$ cat config.mk
export PLATFORM = sky130hd
export DESIGN_NAME = sorted_priority_queue_unit
export DESIGN_NICKNAME = d
export VERILOG_FILES = /design/src/rtl/spq_pkg.sv /design/src/rtl/spq_entry_ram.sv /design/src/rtl/spq_ctrl.sv /design/src/rtl/sorted_priority_queue_unit.sv
export SDC_FILE = /design/constraint.sdc
export NUM_CORES = 1
export LEC_CHECK = 0
export ABC_AREA = 1
export BUFFER_PORTS_ARGS = -buffer_cell sky130_fd_sc_hd__buf_2
export CELL_PAD_IN_SITES_DETAIL_PLACEMENT = 0
export CELL_PAD_IN_SITES_GLOBAL_PLACEMENT = 2
export CORE_MARGIN = 5
export CORE_UTILIZATION = 48
export DETAILED_ROUTE_END_ITERATION = 10
export PLACE_DENSITY_LB_ADDON = 0.1
export RECOVER_POWER = 25
export SLEW_MARGIN = 20
export SYNTH_ARGS = -nofsm -noshare
export SYNTH_HDL_FRONTEND = slang
export SYNTH_SLANG_ARGS = --single-unit
$ cat constraint.sdc
create_clock -name clk -period 7.4 [get_ports clk]
set_input_delay 0.37 -clock clk [delete_from_list [all_inputs] [get_ports clk]]
set_output_delay 0.37 -clock clk [all_outputs]
set_load 0.03 [all_outputs]
$ cat src/rtl/spq_pkg.sv
// ----------------------------------------------------------------------------
// spq_pkg
// Shared types and codes for the sorted priority queue.
// ----------------------------------------------------------------------------
package spq_pkg;

  // Request operation codes
  localparam logic OP_PUSH = 1'b0;
  localparam logic OP_POP  = 1'b1;

  // One stored entry
  typedef struct packed {
    logic signed [31:0] value;
    logic signed [15:0] prio;
  } entry_t;

  // Result of one request, handed from the sequencer to the output register
  typedef struct packed {
    logic signed [31:0] head_value;
    logic signed [15:0] head_prio;
    logic               underflow;
    logic               overflow;
  } res_t;

  // Sequencer states
  typedef enum logic [2:0] {
    ST_IDLE,
    ST_PUSH_RD,
    ST_PUSH_CMP,
    ST_POP_RD,
    ST_POP_WR,
    ST_HEAD_RD,
    ST_HEAD_WAIT,
    ST_DONE
  } state_t;

endpackage

$ cat src/rtl/spq_entry_ram.sv
// ----------------------------------------------------------------------------
// spq_entry_ram
// Entry storage: one write port, one read port with registered read data.
// ----------------------------------------------------------------------------
module spq_entry_ram #(
  parameter  int DEPTH = 16,
  localparam int IDX_W = $clog2(DEPTH)
) (
  input  logic                clk,
  input  logic                we,
  input  logic [IDX_W-1:0]    waddr,
  input  spq_pkg::entry_t     wdata,
  input  logic [IDX_W-1:0]    raddr,
  output spq_pkg::entry_t     rd_data
);
  import spq_pkg::*;

  entry_t mem_r [DEPTH];
  entry_t rd_data_r;

  // Write and registered read
  always_ff @(posedge clk) begin
    if (we) begin
      mem_r[waddr] <= wdata;
    end
    rd_data_r <= mem_r[raddr];
  end

  assign rd_data = rd_data_r;

endmodule

$ cat src/rtl/spq_ctrl.sv
// ----------------------------------------------------------------------------
// spq_ctrl
// Sequencer: walks the entry memory one entry at a time, shifting
// entries to make room on push or to close the gap on pop, using one
// signed priority comparator to find the insertion point.
// ----------------------------------------------------------------------------
module spq_ctrl #(
  parameter  int CAPACITY = 16,
  localparam int IDX_W    = $clog2(CAPACITY),
  localparam int CNT_W    = $clog2(CAPACITY + 1)
) (
  input  logic                clk,
  input  logic                rst_n,
  // request side
  input  logic                start,
  input  logic                start_op,
  input  logic signed [31:0]  start_value,
  input  logic signed [15:0]  start_prio,
  output logic                idle,
  // result side
  input  logic                out_free,
  output logic                done,
  output spq_pkg::res_t       res,
  output logic [CNT_W-1:0]    count,
  // entry memory
  output logic                mem_we,
  output logic [IDX_W-1:0]    mem_waddr,
  output spq_pkg::entry_t     mem_wdata,
  output logic [IDX_W-1:0]    mem_raddr,
  input  spq_pkg::entry_t     mem_rdata
);
  import spq_pkg::*;

  localparam logic [CNT_W-1:0] CAP_C  = CNT_W'(CAPACITY);
  localparam logic [CNT_W-1:0] ZERO_C = '0;
  localparam logic [CNT_W-1:0] ONE_C  = CNT_W'(1);

  state_t             state_r, state_nxt;
  logic [CNT_W-1:0]   cnt_r, cnt_nxt;
  logic [CNT_W-1:0]   pos_r, pos_nxt;
  entry_t             item_r, item_nxt;
  res_t               res_r, res_nxt;

  logic [CNT_W-1:0]   pos_dec;
  logic [CNT_W-1:0]   pos_inc;
  logic               prio_le;

  // Shared compare unit and cursor arithmetic
  assign prio_le = (mem_rdata.prio <= item_r.prio);
  assign pos_dec = pos_r - ONE_C;
  assign pos_inc = pos_r + ONE_C;

  // Next state
  always_comb begin
    state_nxt = state_r;
    case (state_r)
      ST_IDLE: begin
        if (start) begin
          if (start_op == OP_PUSH) begin
            state_nxt = (cnt_r == CAP_C) ? ST_HEAD_RD : ST_PUSH_RD;
          end else begin
            state_nxt = (cnt_r == ZERO_C) ? ST_HEAD_RD : ST_POP_RD;
          end
        end
      end
      ST_PUSH_RD: begin
        state_nxt = (pos_r == ZERO_C) ? ST_HEAD_RD : ST_PUSH_CMP;
      end
      ST_PUSH_CMP: begin
        state_nxt = prio_le ? ST_HEAD_RD : ST_PUSH_RD;
      end
      ST_POP_RD: begin
        state_nxt = (pos_r == cnt_r) ? ST_HEAD_RD : ST_POP_WR;
      end
      ST_POP_WR: begin
        state_nxt = ST_POP_RD;
      end
      ST_HEAD_RD: begin
        state_nxt = (cnt_r == ZERO_C) ? ST_DONE : ST_HEAD_WAIT;
      end
      ST_HEAD_WAIT: begin
        state_nxt = ST_DONE;
      end
      ST_DONE: begin
        if (out_free) begin
          state_nxt = ST_IDLE;
        end
      end
      default: begin
        state_nxt = ST_IDLE;
      end
    endcase
  end

  // Datapath and memory controls
  always_comb begin
    cnt_nxt   = cnt_r;
    pos_nxt   = pos_r;
    item_nxt  = item_r;
    res_nxt   = res_r;
    mem_we    = 1'b0;
    mem_waddr = pos_r[IDX_W-1:0];
    mem_wdata = item_r;
    mem_raddr = pos_dec[IDX_W-1:0];
    case (state_r)
      ST_IDLE: begin
        if (start) begin
          item_nxt.value = start_value;
          item_nxt.prio  = start_prio;
          res_nxt.underflow = (start_op == OP_POP) && (cnt_r == ZERO_C);
          res_nxt.overflow  = (start_op == OP_PUSH) && (cnt_r == CAP_C);
          pos_nxt = (start_op == OP_PUSH) ? cnt_r : ONE_C;
        end
      end
      ST_PUSH_RD: begin
        // reached the head: new entry goes to slot 0
        if (pos_r == ZERO_C) begin
          mem_we  = 1'b1;
          cnt_nxt = cnt_r + ONE_C;
        end
      end
      ST_PUSH_CMP: begin
        mem_we = 1'b1;
        if (prio_le) begin
          cnt_nxt = cnt_r + ONE_C;
        end else begin
          // move the lower-ranked entry one slot back
          mem_wdata = mem_rdata;
          pos_nxt   = pos_dec;
        end
      end
      ST_POP_RD: begin
        mem_raddr = pos_r[IDX_W-1:0];
        if (pos_r == cnt_r) begin
          cnt_nxt = cnt_r - ONE_C;
        end
      end
      ST_POP_WR: begin
        mem_we    = 1'b1;
        mem_waddr = pos_dec[IDX_W-1:0];
        mem_wdata = mem_rdata;
        pos_nxt   = pos_inc;
      end
      ST_HEAD_RD: begin
        mem_raddr = '0;
        if (cnt_r == ZERO_C) begin
          res_nxt.head_value = '0;
          res_nxt.head_prio  = '0;
        end
      end
      ST_HEAD_WAIT: begin
        res_nxt.head_value = mem_rdata.value;
        res_nxt.head_prio  = mem_rdata.prio;
      end
      default: begin
      end
    endcase
  end

  // Control registers
  always_ff @(posedge clk) begin
    if (!rst_n) begin
      state_r <= ST_IDLE;
      cnt_r   <= '0;
    end else begin
      state_r <= state_nxt;
      cnt_r   <= cnt_nxt;
    end
  end

  // Payload registers
  always_ff @(posedge clk) begin
    pos_r  <= pos_nxt;
    item_r <= item_nxt;
    res_r  <= res_nxt;
  end

  assign idle  = (state_r == ST_IDLE);
  assign done  = (state_r == ST_DONE);
  assign res   = res_r;
  assign count = cnt_r;

`ifndef NO_ASSERTIONS
  a_cnt_bound: assert property (@(posedge clk) disable iff (!rst_n)
    cnt_r <= CAP_C)
    else $error("held count exceeds capacity");

  a_cmp_after_rd: assert property (@(posedge clk) disable iff (!rst_n)
    state_r == ST_PUSH_CMP |-> $past(state_r) == ST_PUSH_RD)
    else $error("compare step without a preceding read");

  a_over_full: assert property (@(posedge clk) disable iff (!rst_n)
    (state_r == ST_DONE && res_r.overflow) |-> cnt_r == CAP_C)
    else $error("overflow reported on a queue that is not full");

  a_under_empty: assert property (@(posedge clk) disable iff (!rst_n)
    (state_r == ST_DONE && res_r.underflow) |->
      (cnt_r == ZERO_C && res_r.head_value == '0 && res_r.head_prio == '0))
    else $error("underflow reported on a queue that is not empty");

  a_we_states: assert property (@(posedge clk) disable iff (!rst_n)
    mem_we |-> (state_r == ST_PUSH_RD || state_r == ST_PUSH_CMP ||
                state_r == ST_POP_WR))
    else $error("memory written outside a shift step");

  a_done_hold: assert property (@(posedge clk) disable iff (!rst_n)
    (state_r == ST_DONE && !out_free) |=> state_r == ST_DONE)
    else $error("result left before the output register was free");
`endif

endmodule

$ cat src/rtl/sorted_priority_queue_unit.sv
// Flow: one request at a time; in_ready rises with out_valid once the
//   read/compare/write walk of the entry memory ends; a held result stalls.
// Reset: synchronous active-low rst_n empties the queue and clears out_valid;
//   entry memory contents are not cleared.
// ----------------------------------------------------------------------------
// sorted_priority_queue_unit
// Bounded priority queue kept sorted in a memory, lowest priority number first.
// ----------------------------------------------------------------------------
module sorted_priority_queue_unit #(
  parameter int CAPACITY = 16
) (
  input  logic                clk,
  input  logic                rst_n,
  // request channel
  input  logic                in_valid,
  output logic                in_ready,
  input  logic                in_op,
  input  logic signed [31:0]  in_item_value,
  input  logic signed [15:0]  in_item_priority,
  // result channel
  output logic                out_valid,
  input  logic                out_ready,
  output logic signed [31:0]  out_head_value,
  output logic signed [15:0]  out_head_priority,
  output logic [4:0]          out_entry_count,
  output logic                out_is_empty,
  output logic                out_underflow,
  output logic                out_overflow
);
  import spq_pkg::*;

  localparam int IDX_W = $clog2(CAPACITY);
  localparam int CNT_W = $clog2(CAPACITY + 1);

  logic               start;
  logic               idle;
  logic               done;
  logic               out_free;
  res_t               res;
  logic [CNT_W-1:0]   count;
  logic [CNT_W+4:0]   count_ext;

  logic               mem_we;
  logic [IDX_W-1:0]   mem_waddr;
  entry_t             mem_wdata;
  logic [IDX_W-1:0]   mem_raddr;
  entry_t             mem_rdata;

  logic               out_valid_r, out_valid_nxt;
  res_t               out_res_r;
  logic [4:0]         out_cnt_r;
  logic               out_empty_r;

  assign in_ready = idle;
  assign start    = in_valid && idle;
  assign out_free = !out_valid_r || out_ready;

  spq_ctrl #(.CAPACITY(CAPACITY)) u_ctrl (
    .clk         (clk),
    .rst_n       (rst_n),
    .start       (start),
    .start_op    (in_op),
    .start_value (in_item_value),
    .start_prio  (in_item_priority),
    .idle        (idle),
    .out_free    (out_free),
    .done        (done),
    .res         (res),
    .count       (count),
    .mem_we      (mem_we),
    .mem_waddr   (mem_waddr),
    .mem_wdata   (mem_wdata),
    .mem_raddr   (mem_raddr),
    .mem_rdata   (mem_rdata)
  );

  spq_entry_ram #(.DEPTH(CAPACITY)) u_ram (
    .clk     (clk),
    .we      (mem_we),
    .waddr   (mem_waddr),
    .wdata   (mem_wdata),
    .raddr   (mem_raddr),
    .rd_data (mem_rdata)
  );

  // entry count field wraps to five bits
  assign count_ext = {5'b0, count};

  // Output register valid
  always_comb begin
    out_valid_nxt = out_valid_r;
    if (done && out_free) begin
      out_valid_nxt = 1'b1;
    end else if (out_ready) begin
      out_valid_nxt = 1'b0;
    end
  end

  always_ff @(posedge clk) begin
    if (!rst_n) begin
      out_valid_r <= 1'b0;
    end else begin
      out_valid_r <= out_valid_nxt;
    end
  end

  // Output register payload
  always_ff @(posedge clk) begin
    if (done && out_free) begin
      out_res_r   <= res;
      out_cnt_r   <= count_ext[4:0];
      out_empty_r <= (count == '0);
    end
  end

  assign out_valid         = out_valid_r;
  assign out_head_value    = out_res_r.head_value;
  assign out_head_priority = out_res_r.head_prio;
  assign out_entry_count   = out_cnt_r;
  assign out_is_empty      = out_empty_r;
  assign out_underflow     = out_res_r.underflow;
  assign out_overflow      = out_res_r.overflow;

endmodule

==> results.cfg, run 1 <==
[sta]
setup_ws_ns = 2.96
worst_slew_pin_slew_ns = 4.00
relSlewSlack_pct = -167
finalCriticalPeriod_ns = 4.44
finalHoldWorstSlack_ns = 0.108
rsz0062_at_grt = no
fin_skew_ns = 0.0216
hold_viol = 0
finalSetupTns_ns = 0
finalCritPeriodShare_pct = 60.0
slew_viol_final = 207
setup_violations = 0
fmax_mhz = 225

[floorplanning]
dieArea_um2 = 86800
core_area_um2 = 80400
row_count = 104
io_pins = 111
start_util_pct = 48.3
die_w_um = 295
die_h_um = 295

[finish]
drive_gt1_share_pct = 11.0
fin_cells = 4206
syn2layout_area_growth_pct = 14.6
antenna_cells = 0
nNetsFinal = 3133

[worst_hold_path]
holdCritPathClass = input pin to register
holdPathEnd = u_ctrl.state_r[2]
hold_start = out_ready
min_path_cells = 4

[logic_synthesis]
synth_seq_area_share_pct = 74.6
synth_edf_count = 927
synth_area_leaders = edfxtp_1 72%, o211ai_1 5.5%, o21ai_0 3.7%
synth_top_area_share_pct = 71.6
synth-seq-cells = 984
syn_inst = 2893
syn_avg_cell_area_um2 = 13.4
yosysUniqueCellTypes = 38
synthArstFlopShare_pct = 0
syn_nets = 2969
synth_flop_cell = edfxtp_1
yosys.area.top_type = edfxtp_1
ys.warnings.count = 0
yosysMostFrequentCell = edfxtp_1
netlist_area_um2 = 38900
synth_commonest_cells = 927 x edfxtp_1, 289 x o21ai_0, 286 x o211ai_1

[placement]
port_buffers = 110
dp_slack_ns = 3.33
routabilityCongestion = 0.800
hpwl_mm = 52.4
placed_cells = 3962

[global_routing]
global_route.peak_usage_layer = met2
grtUsageMet3_pct = 3.01
antenna_found_initial = 1
use_met2_pct = 38.6
grt_pass1_wl_mm = 151
grt_use_total_pct = 23.2
grt_overflow = 0
grt_max_degree = 200
grtUsageMet1_pct = 32.8
grt_pass1_vias = 23600

[routing]
ant_nets = 0
vias = 24000
dr.pass1.iters = 6
wl_per_cell_um = 24.3
via_per_inst = 5.71
drc = 0
first_iter_violations = 2195
routed_wl_mm = 102

[worst_setup_path]
path_depth = 6
path_max_fanout = 50
crit_family = buffers and inverters
critPathKind = register to register
worst_ep_required_time_ns = 7.57
critical_path_buf_inv_count = 3
startpoint_type = register
r2r-end = u_ctrl.item_r[41]
ff2ff_path_depth = 6
path_cells = nor2_1, inv_1, nor2_1, inv_1, nor2_4, clkbuf_1
slowest_delay_ns = 2.61
worst-endpoint-arrival_ns = 4.61
cp_slowest_cell = clkbuf_1
r2r_slack_ns = 2.96
r2r_start = u_ctrl.state_r[0]
end_kind = register

[cts]
insertion_delay_ns = 0.66
cts_resized = 0
htree_levels = 3
clkSlewWorstSetupHoldPaths_ns = 0.06
cts_root_buf = clkbuf_16
numCtsBuffers = 104
clockBufferDepth = 3
clkSinkCount = 984
cts_tree = built
cts_setup_buffers = 0

[power]
p_leak_uw = 0.0153
ir_drop_uv = 404
powerDensity_nw_per_um2 = 479

[flow_run]
max-cap-violations = 4

[status]
violations = capacitance limit, slew limit
status = finished, violations left
==> cells in the final DEF, fill, tap and decap left out, types with 5 or more instances in the layout <==
cell type      count
dlygate4sd3_1     49
nand4_1            7
a21oi_1          236
buf_2             50
dfxtp_1           57
clkinv_2          14
buf_4             78
o211ai_1         286
edfxtp_1         927
clkbuf_16        106
clkinv_1          22
o21ai_0          288
clkbuf_8          16
o21ai_1          123
clkbuf_1          96
mux2_2            33
nor2_1            80
inv_1            261
ha_1              22
xor2_1             5
nand3_1           53
bufinv_16          5
nor2_4            17
nand2_1          267
xnor2_1            6
==> logic make-up after synthesis <==
| logic type | synth area share, % |
|---|---|
| fa+ha+maj | 0.760 |
| buf+inv | 4.78 |
| mux | 0.956 |
| flops | 74.6 |
| simple gates | 4.53 |
| compound gates | 14.2 |
| xor+xnor | 0.248 |
==> cell type report <==
type,count,area (um^2)
clock inverter,48,402
inverter,266,1000
clock buffer,147,2970
multi-input combinational,1451,8230
tap,1060,1330
timing repair buffer,250,1630
sequential,984,29000
fill,6570,35900
==> registers in the layout, summed over array words and instances (netlist names) <==
signal             cells
u_ctrl.pos_r           5
u_ctrl.res            50
u_ram.mem_r          768
out_valid              1
u_ctrl.state_r         3
u_ctrl.count           5
out_head_priority     16
u_ctrl.item_r         48
out_entry_count        5
u_ram.rd_data         48
out_head_value        32
out_underflow          1
out_overflow           1
out_is_empty           1
==> where the power goes <==
group	switching, uW	internal (uW)	leakage (uW)
logic	5990	2300	0.00475
registers	265	7740	0.00888
clock network	2110	2960	0.00164
==> metrics by stage <==
| stage | total power, uW | utilization, % | area, um^2 |
|---|---|---|---|
| 2_1_floorplan | 13400 | - | 38900 |
| 3_3_place_gp | 16300 | 50.7 | 40800 |
| 3_5_place_dp | 16400 | 50.7 | 40800 |
| 4_1_cts | 21500 | 55.5 | 44700 |
| 5_1_grt | 22700 | 55.4 | 44500 |
| 6_report | 21400 | 55.4 | 44500 |
==> repair_timing <==
item,CTS,global route
endpoints found under the hold margin,49,0
setup endpoints to repair,0,0
hold buffers,49,0
==> worst reg2reg max path: stages, from the launching register on <==
cell and delay (ns):
dfxtp_1 0.38, nor2_1 0.16, inv_1 0.08, nor2_1 0.37, inv_1 0.16, nor2_4 0.10, clkbuf_1 2.61
==> layer usage <==
layer | up-vias | part of all wire [%]
met2 | 774 | 48
met1 | 12100 | 44
li1 | 11000 | -
met3 | 152 | 5.8
met4 | 0 | 2.5
met5 | - | 0
==> worst max path at each step <==
stage | startpoint | end | slack, ns
floorplan | u_ctrl.state_r[0] | out_entry_count[0] | 2.45
global placement | u_ctrl.pos_r[0] | u_ram.mem_r[15][29] | 3.38
detailed placement | u_ctrl.pos_r[0] | u_ram.mem_r[15][29] | 3.33
CTS | u_ctrl.pos_r[0] | u_ram.mem_r[15][10] | 3.31
global route | u_ctrl.state_r[0] | u_ctrl.item_r[41] | 2.51
finish | u_ctrl.state_r[0] | u_ctrl.item_r[41] | 2.96
Power figures use the tool's default switching activity.
==> run 2: changes to the inputs <==
Settings changed: CORE_UTILIZATION 48 to 44.
Clock period 7.4 ns to 4.21 ns, I/O delays scaled along.
==> results.cfg, run 2 (synthesis gave the netlist of run 1 again) <==
[finish]
regArea_um2 = 29000
drive_gt1_share_pct = 11.4
nNetsFinal = 3161
largest_reg_flops = 768
antenna_cells = 0
final_common_cell = edfxtp_1
regMostFlops = u_ram.mem_r
syn2layout_area_growth_pct = 16.4
final_cell_mix = 927 x edfxtp_1, 289 x o21ai_0, 286 x o211ai_1
post-route-util_pct = 51.4
fillers = 7522
stdcell_area_um2 = 45200
multiInputGateArea_um2 = 8230

[cts]
clkSlewWorstSetupHoldPaths_ns = 0.06
clkSinkCount = 984
cts_tree = built
cts_root_buf = clkbuf_16
clockBufferDepth = 3
numCtsBuffers = 104
htree_levels = 3
insertion_delay_ns = 0.66
cts_resized = 0

[placement]
routabilityCongestion = 0.778
place_area_um2 = 41500
dp_slack_ns = 0.916
port_buffers = 110
hpwl_mm = 52.7

[sta]
finalCriticalPeriod_ns = 3.38
setup_ws_ns = 0.831
relSlewSlack_pct = -42.1
slew_viol_final = 177
fmax_mhz = 296
fin_skew_ns = 0.0221
setup_violations = 0
worst_slew_pin_slew_ns = 2.13
hold_viol = 0
rsz0062_at_grt = no
finalCritPeriodShare_pct = 80.3
finalSetupTns_ns = 0

[worst_setup_path]
end_kind = register
startpoint_type = register
path_cells = nor2_1, nand2_1, clkinv_1, o21ai_0, nand3_1, nor2_4, buf_12
critical_path_buf_inv_count = 2
path_max_fanout = 48
worst_ep_required_time_ns = 4.50
crit_family = simple AND/OR/NAND/NOR gates
critPathKind = register to register
slowest_delay_ns = 0.74
cp_slowest_cell = o21ai_0
worst-endpoint-arrival_ns = 3.67

[floorplanning]
row_count = 109
io_pins = 111
die_w_um = 307
core_area_um2 = 88100
dieArea_um2 = 94400
die_h_um = 307
start_util_pct = 44.1

[global_routing]
antenna_found_initial = 3
grt_overflow = 0
grt_use_total_pct = 21.9
grt_max_degree = 134
grt_pass1_vias = 23800
grt_pass1_wl_mm = 155

[status]
violations = capacitance limit, slew limit
status = finished, violations left

[routing]
wl_per_cell_um = 24.2
routed_wl_mm = 105
vias = 23900
drc = 0
ant_nets = 0
via_per_inst = 5.52
first_iter_violations = 1921
dr.pass1.iters = 7

[power]
ir_drop_uv = 841
powerDensity_nw_per_um2 = 844
p_leak_uw = 0.0155
power.total_uw = 38200

[flow_run]
max-cap-violations = 5

[worst_hold_path]
holdCritPathClass = input pin to register
-- run 2: worst paths after layout --
kind | from | end | slack (ns) | cells past startpoint
setup / recovery | u_ctrl.state_r[0] | u_ram.mem_r[8][31] | 0.83 | 7
hold / removal | in_item_value[1] | u_ctrl.item_r[17] | 0.26 | 2
setup reg to reg | u_ctrl.state_r[0] | u_ram.mem_r[8][31] | 0.83 | 7
hold reg to reg | u_ctrl.res[16] | out_head_priority[14] | 0.41 | 0
-- run 2: stage by stage --
stage / std cells / hold WS [ns]
2_1_floorplan: 2893 / 0.309
3_3_place_gp: 4091 / 0.389
3_5_place_dp: 4091 / 0.389
4_1_cts: 4340 / 0.211
5_1_grt: 4340 / 0.235
6_report: 4340 / 0.255
-- run 2: layout make-up --
| cell class | instances | share of cell area, % |
|---|---|---|
| Multi-Input combinational cell | 1451 | 18.2 |
| Timing Repair Buffer | 278 | 4.80 |
| Clock buffer | 143 | 6.23 |
| Tap cell | 1165 | 3.22 |
| Sequential cell | 984 | 64.0 |
| Inverter | 266 | 2.23 |
| Clock inverter | 53 | 1.29 |
-- run 2: timing repair --
action / CTS / global route
buffers inserted: 0 / 0
hold buffers: 53 / 0
endpoints found under the hold margin: 60 / 0
-- run 2: worst reg2reg max path: cells and delay by family (launching register included) --
kind	cells	cell delay, ns
simple gates	4	1.04
flops	1	0.50
buf+inv	2	0.67
compound gates	1	0.74
-- run 2: per-layer routing --
| metal | vias up | GRT usage [%] | wire length (um) |
|---|---|---|---|
| met5 | - | 0 | 12 |
| met4 | 2 | 5.12 | 2010 |
| met3 | 148 | 2.95 | 5620 |
| met2 | 689 | 36.0 | 49600 |
| met1 | 12000 | 31.4 | 47600 |
| li1 | 11100 | - | - |
-- run 2: where the power goes --
| part | internal, uW | switching, uW | total, uW |
|---|---|---|---|
| Sequential | 13600 | 460 | 14000 |
| Combinational | 4350 | 10700 | 15100 |
| Clock | 5370 | 3690 | 9060 |
| Total | 23300 | 14900 | 38200 |
==> run 3: changes to the inputs <==
Clock period 4.21 ns to 3.5 ns, I/O delays scaled along.
==> results.cfg, run 3 (synthesis gave the netlist of run 1 again) <==
[status]
status = finished, violations left
violations = capacitance limit, slew limit

[sta]
hold_viol = 0
finalCritPeriodShare_pct = 93.4
relSlewSlack_pct = -26.8
fmax_mhz = 306
worst_slew_pin_slew_ns = 1.90
rsz0062_at_grt = no
finalCriticalPeriod_ns = 3.27
setup_violations = 0
slew_viol_final = 108
finalSetupTns_ns = 0
fin_skew_ns = 0.0257

[finish]
final_common_cell = edfxtp_1
nNetsFinal = 3165
final_cell_mix = 927 x edfxtp_1, 317 x o21ai_0, 286 x o211ai_1
stdcell_area_um2 = 45500
largest_reg_flops = 768
fin_cells = 4346
drive_gt1_share_pct = 12.4
antenna_cells = 0
syn2layout_area_growth_pct = 17.0
regMostFlops = u_ram.mem_r

[worst_setup_path]
worst_ep_required_time_ns = 3.80
slowest_delay_ns = 0.53
crit_family = simple AND/OR/NAND/NOR gates
critPathKind = register to register
critical_path_buf_inv_count = 3
worst-endpoint-arrival_ns = 3.57
cp_slowest_cell = clkbuf_4
path_cells = inv_1, clkbuf_2, nand3_1, xor2_1, or2_2, o21ai_0, nand2_1, nor2_4, clkbuf_4
end_kind = register
startpoint_type = register
path_max_fanout = 26

[cts]
insertion_delay_ns = 0.68
cts_root_buf = clkbuf_16
clockBufferDepth = 3
clkSinkCount = 984
numCtsBuffers = 105
cts_setup_buffers = 0
clkSlewWorstSetupHoldPaths_ns = 0.06
cts_tree = built
htree_levels = 3
cts_resized = 0

[placement]
place_area_um2 = 41600
routabilityCongestion = 0.792
hpwl_mm = 54.9
port_buffers = 110
placed_cells = 4095

[floorplanning]
dieArea_um2 = 94400
start_util_pct = 44.1
die_h_um = 307
row_count = 109
core_area_um2 = 88100
io_pins = 111
die_w_um = 307

[global_routing]
grt_use_total_pct = 21.1
grt_pass1_vias = 23400
grt_overflow = 0
grt_pass1_wl_mm = 150
antenna_found_initial = 2
grt_max_degree = 101

[flow_run]
max-cap-violations = 2

[routing]
first_iter_violations = 1647
ant_nets = 0
drc = 0
wl_per_cell_um = 23.3
dr.pass1.iters = 5
routed_wl_mm = 101
vias = 23800
via_per_inst = 5.47

[worst_hold_path]
holdCritPathClass = input pin to register

[power]
p_leak_uw = 0.0156
powerDensity_nw_per_um2 = 1020
ir_drop_uv = 719
-- run 3: path summary, 6_finish.rpt --
check	from	end	slack, ns	cells past startpoint
setup reg to reg	u_ctrl.pos_r[0]	u_ram.mem_r[14][39]	0.23	9
hold reg to reg	u_ctrl.res[11]	out_head_priority[9]	0.42	0
hold / removal	in_item_value[10]	u_ctrl.item_r[26]	0.20	2
setup / recovery	u_ctrl.pos_r[0]	u_ram.mem_r[14][39]	0.23	9
-- run 3: area by class of cell --
type / count / area (um^2)
Fill cell: 7543 / 42600
Sequential cell: 984 / 29000
Multi-Input combinational cell: 1451 / 8230
Clock buffer: 138 / 2830
Timing Repair Buffer: 281 / 2300
Tap cell: 1165 / 1460
Inverter: 266 / 1000
Clock inverter: 61 / 674
-- run 3: layer usage --
metal	vias to the layer above	part of all wire [%]	global-route usage, %
met5	-	0.017	0
met4	2	2.2	5.16
li1	11100	-	-
met1	11900	44	28.8
met2	611	49	35.6
met3	141	5.4	3.69
-- run 3: where the power goes --
part	leakage [uW]	internal [uW]	switching, uW
Combinational	0.00505	5390	12800
Sequential	0.00888	16300	534
Clock	0.00171	6600	4540
-- run 3: timing repair --
action	4_1_cts	5_1_grt
hold endpoints to repair	61	0
endpoints found under the setup margin	0	0
hold buffers	52	0
-- run 3: per-stage QoR --
step | util, % | total power, uW | setup WS [ns] | hold WS (ns)
detailed placement | 47.3 | 35600 | 0.289 | 0.353
global placement | 47.3 | 35400 | 0.343 | 0.352
floorplan | - | 28400 | -0.478 | 0.274
global route | 51.6 | 49000 | 0.0699 | 0.184
CTS | 51.8 | 46900 | 0.255 | 0.163
finish | 51.6 | 46200 | 0.231 | 0.205
